$ cat src/sv/b32ts_pkg.sv
package b32ts_pkg;

	localparam int WIN_LEN       = 15;
	localparam int BODY_LEN      = 12;
	localparam int FILL_W        = $clog2(WIN_LEN + 1);
	localparam int PAY_W         = 52;
	localparam int TOKEN_W       = 47;
	localparam int MIN_W         = 17;
	localparam int SUFFIX_DIGITS = 5;
	localparam int DCNT_W        = 3;
	localparam int CHK_BYTES     = 7;
	localparam int CHK_CNT_W     = 3;

	localparam logic [7:0] CHK_INIT  = 8'hC5;
	localparam logic [7:0] CHK_PRIME = 8'h93;

	localparam logic [7:0] CH_PLUS = 8'h2B;
	localparam logic [7:0] CH_N    = 8'h4E;
	localparam logic [7:0] CH_E    = 8'h45;
	localparam logic [7:0] CH_ONE  = 8'h31;

	typedef struct packed {
		logic             cand;     // window full, starts with NE1, body all base32
		logic [PAY_W-1:0] payload;
		logic [7:0]       chk;
	} win_status_t;

	// {ok, value}
	function automatic logic [5:0] digit_decode(input logic [7:0] c);
		logic [5:0] r;
		unique case (c)
			8'h30, 8'h4F:         r = {1'b1, 5'd0};
			8'h31, 8'h49, 8'h4C:  r = {1'b1, 5'd1};
			8'h32: r = {1'b1, 5'd2};
			8'h33: r = {1'b1, 5'd3};
			8'h34: r = {1'b1, 5'd4};
			8'h35: r = {1'b1, 5'd5};
			8'h36: r = {1'b1, 5'd6};
			8'h37: r = {1'b1, 5'd7};
			8'h38: r = {1'b1, 5'd8};
			8'h39: r = {1'b1, 5'd9};
			8'h41: r = {1'b1, 5'd10};
			8'h42: r = {1'b1, 5'd11};
			8'h43: r = {1'b1, 5'd12};
			8'h44: r = {1'b1, 5'd13};
			8'h45: r = {1'b1, 5'd14};
			8'h46: r = {1'b1, 5'd15};
			8'h47: r = {1'b1, 5'd16};
			8'h48: r = {1'b1, 5'd17};
			8'h4A: r = {1'b1, 5'd18};
			8'h4B: r = {1'b1, 5'd19};
			8'h4D: r = {1'b1, 5'd20};
			8'h4E: r = {1'b1, 5'd21};
			8'h50: r = {1'b1, 5'd22};
			8'h51: r = {1'b1, 5'd23};
			8'h52: r = {1'b1, 5'd24};
			8'h53: r = {1'b1, 5'd25};
			8'h54: r = {1'b1, 5'd26};
			8'h56: r = {1'b1, 5'd27};
			8'h57: r = {1'b1, 5'd28};
			8'h58: r = {1'b1, 5'd29};
			8'h59: r = {1'b1, 5'd30};
			8'h5A: r = {1'b1, 5'd31};
			default: r = 6'd0;
		endcase
		return r;
	endfunction

	function automatic logic [7:0] fold_upper(input logic [7:0] c);
		logic [7:0] r;
		r = c;
		if (c >= 8'h61 && c <= 8'h7A) begin
			r = c - 8'h20;
		end
		return r;
	endfunction

	function automatic logic is_kept(input logic [7:0] c);
		return (c >= 8'h30 && c <= 8'h39) || (c >= 8'h41 && c <= 8'h5A) || c == CH_PLUS;
	endfunction

endpackage

$ cat src/sv/b32ts_check.sv
module b32ts_check (
	input  logic                          clk,
	input  logic                          arst_n,
	input  logic                          start,
	input  logic [b32ts_pkg::PAY_W-1:0]   payload,
	output logic                          done,
	output logic [7:0]                    acc
);

	localparam int SH_W = 8 * b32ts_pkg::CHK_BYTES;

	logic [SH_W-1:0]                 sh_q;
	logic [7:0]                      acc_q;
	logic [b32ts_pkg::CHK_CNT_W-1:0] cnt_q;
	logic [15:0]                     prod;

	// low byte of FNV-1a, one payload byte per cycle, top byte first
	assign prod = 16'(acc_q ^ sh_q[SH_W-1 -: 8]) * 16'(b32ts_pkg::CHK_PRIME);

	always_ff @(posedge clk) begin
		if (start) begin
			sh_q  <= {{(SH_W - b32ts_pkg::PAY_W){1'b0}}, payload};
			acc_q <= b32ts_pkg::CHK_INIT;
		end else if (cnt_q != '0) begin
			sh_q  <= {sh_q[SH_W-9:0], 8'd0};
			acc_q <= prod[7:0];
		end
	end

	always_ff @(posedge clk or negedge arst_n) begin
		if (!arst_n) begin
			cnt_q <= '0;
		end else if (start) begin
			cnt_q <= b32ts_pkg::CHK_CNT_W'(b32ts_pkg::CHK_BYTES);
		end else if (cnt_q != '0) begin
			cnt_q <= cnt_q - 1'b1;
		end
	end

	assign done = (cnt_q == b32ts_pkg::CHK_CNT_W'(1));
	assign acc  = prod[7:0];

endmodule

$ cat config.mk
export PLATFORM = sky130hd
export DESIGN_NAME = b32ts_check
export DESIGN_NICKNAME = d
export VERILOG_FILES = /design/src/sv/b32ts_pkg.sv /design/src/sv/b32ts_check.sv
export SDC_FILE = /design/constraint.sdc
export NUM_CORES = 1
export LEC_CHECK = 0
export BUFFER_PORTS_ARGS = -buffer_cell sky130_fd_sc_hd__buf_2
export CAP_MARGIN = 20
export CORE_MARGIN = 10
export CORE_UTILIZATION = 49
export DETAILED_ROUTE_END_ITERATION = 8
export GPL_ROUTABILITY_DRIVEN = 0
export HOLD_SLACK_MARGIN = 0.08
export PLACE_DENSITY_LB_ADDON = 0.2
export SLEW_MARGIN = 5
export SYNTH_ARGS = -nofsm -noshare
export SYNTH_HDL_FRONTEND = slang
export SYNTH_SLANG_ARGS = --single-unit
$ cat constraint.sdc
create_clock -name clk -period 2.8 [get_ports clk]
set_input_delay 0 -clock clk [delete_from_list [all_inputs] [get_ports clk]]
set_output_delay 0 -clock clk [all_outputs]
set_load 0.01 [all_outputs]
==> impl_metrics.toml <==
[placed_design]
dpl_cell_area_sq_um = 3730
dp_hpwl_um = 4130
numPortBuffers = 63

[cts]
clock_sinks = 67
numCtsBuffers = 9
cts_max_path_buffers = 2
clk_pin_slew_worst_paths_ns = 0.07
root_buffer = "clkbuf_8"
worstSkewPairLatency_ns = 0.34
cts.htree.levels = 3
cts_tree = "yes"

[synthesis]
ys_seq_elements = 67
ys_warn_count = 0
ys_types = 29
avgSynthCellArea_sq_um = 15.4
ys_seq_area_share_pct = 58.5
yosysMostFrequentCell = "edfxtp_1"
synthTopCellsByArea = "edfxtp_1 (49%), mux2_1 (10%), dfxtp_1 (7.5%)"
synth_ff_type = "edfxtp_1"
syn_area_sq_um = 3210
netlist.top_cell.by_area = "edfxtp_1"
synth-async-reset-ratio_pct = 4.48
synth-edff-count = 52
synthTopCellsByCount = "edfxtp_1 (52), mux2_1 (29), ha_1 (19)"
syn_nets = 285
synth_top_area_share_pct = 48.7
synth_cells = 208

[sta]
fmax_mhz = 319
worst_pin_slew_ns = 0.660
rsz0062_at_grt = "yes"
hold_viol_final = 0
post-route-period-util_pct = 112
maxSlewViolCount = 0
clock_skew_ns = 0.00920
max_slew_margin_pct = 56.0
timing.final.ws_setup_ns = -0.333
setup_violations = 3
fin_crit_ns = 3.13

[grt]
grt_usage_pct = 13.6
grt_pass1_wl_um = 11000
antenna_found_initial = 0
grt_pass1_vias = 2313
grt_max_degree = 58
grt_overflow = 0

[pwr]
power_leakage_nw = 1.98
irDropWorstVdd_v = 0.00314
sequentialPowerShare_pct = 24.6
power_density_nw_per_um2 = 1130
p_clk_share_pct = 13.0
p_comb_share_pct = 62.4
p_switching_w = 0.00173
switching_share_pct = 33.5
internal-power_w = 0.00343

[detailed_routing]
drcViolationCount = 0
routedWlPerCell_um = 15.3
vias = 2098
antenna_left = 0
drt-initial-drc-count = 69
avgViaCountPerCell = 4.91
first_pass_iters = 4
wl_um = 6530

[min_path]
hold_depth = 4
hp-class = "in -> reg"

[floorplanning]
core-area_sq_um = 6350
io_pins = 64
dieWidth_um = 101
num_rows = 29
initial_utilization_pct = 50.5
dieArea_sq_um = 10200
die_h_um = 101

[critical_path]
critPathMaxFanout = 2
cp.arrival_ns = 3.13
r2r_cells = 13
startpoint_type = "register"
critPathBufInv = 3
critPathMaxStageDelay_ns = 0.54
crit_family = "adder cells"
required_ns = 2.80
slowest_stage = "fa_1"
path_cells = "xor2_1 > ha_1 > ha_4 > inv_2 > fa_1 > inv_2 > ha_4 > a21o_1 > a21oi_2 > xnor2_2 > xnor3_2 > buf_6"
endpoint_kind = "output port"
critical_path_class = "reg -> out"
cp.depth = 12

[finish]
fin_area_sq_um = 4570
fin_util_pct = 72.0
layout.nets = 422
area_growth_pct = 42.5
antenna_cells = 0
drive_above_1_share_pct = 38.3

[job]
maxCapViolCount = 0

[outcome]
status = "complete, but fails checks"
failed_checks = "setup timing"
[worst register-to-register path, delay by kind of cell, from the launching register on]
kind / cells / cell delay [ns]
buffers and inverters: 3 / 0.22
xor gates and xnor gates: 3 / 0.57
AOI/OAI and AO/OA: 3 / 0.50
adders and majority gates: 4 / 1.36
DFF: 1 / 0.33
[cells by family after synthesis]
logic type,count (synthesis),synth area share (%)
adders and majority gates,22,9.29
AOI/OAI and AO/OA,20,4.80
DFF,67,58.5
and+or+nand+nor,15,2.93
muxes,44,15.5
xor gates and xnor gates,19,6.36
buffers and inverters,21,2.62
[timing repair]
| item | in CTS | in global routing |
|---|---|---|
| setup buffers | 1 | 4 |
| setup endpoints to repair | 4 | 4 |
| resized for setup | 10 | 8 |
| pin swaps | 2 | 6 |
| hold buffers | 54 | 0 |
| endpoints found under the hold margin | 55 | 0 |
[metal layers]
layer | wire length, um | part of all wire (%) | global-route usage, %
met1 | 2660 | 41 | 15.3
met3 | 340 | 5.2 | 4.66
met5 | 0 | 0 | 0
met4 | 129 | 2.0 | 5.87
met2 | 3400 | 52 | 22.7
[cell usage in the layout (no fill, tap or decap), types with 5 or more instances in the layout]
cell           netlist  final
a22o_1               8      8
and2_1               8      8
buf_2                4     61
buf_4                0     13
clkbuf_8             0      9
dfxtp_1             12      8
dlygate4sd3_1        0     54
edfxtp_1            52     52
ha_1                19     13
ha_4                 0      5
inv_1               13      9
inv_2                1      5
mux2_1              29     29
mux2_2              15     15
xnor2_1              8      5
xor2_1               7      6
[area by class of cell]
class / count / area (sq um)
Clock inverter: 5 / 30.0
Clock buffer: 11 / 131
Multi-Input combinational cell: 120 / 1370
Sequential cell: 67 / 1880
Tap cell: 77 / 96.3
Fill cell: 435 / 1780
Timing Repair Buffer: 133 / 1010
Inverter: 14 / 52.6
[stage by stage]
stage	worst slack [ns]	instances	total power (W)	hold WS [ns]	TNS [ns]
after global placement	-0.0566	352	0.00348	-0.198	-0.0566
after floorplan	-0.0965	208	0.00279	-0.296	-0.0965
after CTS	-0.299	423	0.00468	0.185	-0.539
final	-0.333	427	0.00516	0.194	-0.736
after global routing	-0.460	427	0.00558	0.210	-1.39
after detailed placement	-0.0906	352	0.00351	-0.197	-0.0906
[path summary, 6_finish.rpt]
check                                 startpoint                    end  slack (ns)
setup / recovery           sh_q[52]$_SDFFE_PP0P_                 acc[7]       -0.33
hold / removal                             start   cnt_q[1]$_DFFE_PN0P_        0.19
setup reg to reg           sh_q[52]$_SDFFE_PP0P_  acc_q[7]$_SDFFE_PP1P_       -0.27
hold reg to reg               sh_q[47]$_DFFE_PP_  sh_q[55]$_SDFFE_PP0P_        0.46
max in group asynchronous                 arst_n   cnt_q[0]$_DFFE_PN0P_        2.11
min in group asynchronous                 arst_n   cnt_q[2]$_DFFE_PN0P_        0.54
[flip-flops by register name, indices dropped and copies added (netlist names)]
name,flops
cnt_q,3
sh_q,56
acc_q,8
[power by group through the flow]
stage               Clock, W  Combinational, W  Sequential, W
finish              0.000671           0.00322        0.00127
global route        0.000727           0.00357        0.00128
CTS                 0.000692           0.00271        0.00127
detailed placement         0           0.00222        0.00129
global placement           0           0.00219        0.00128
floorplan                  0           0.00151        0.00128
(Power assumes the default switching activity.)
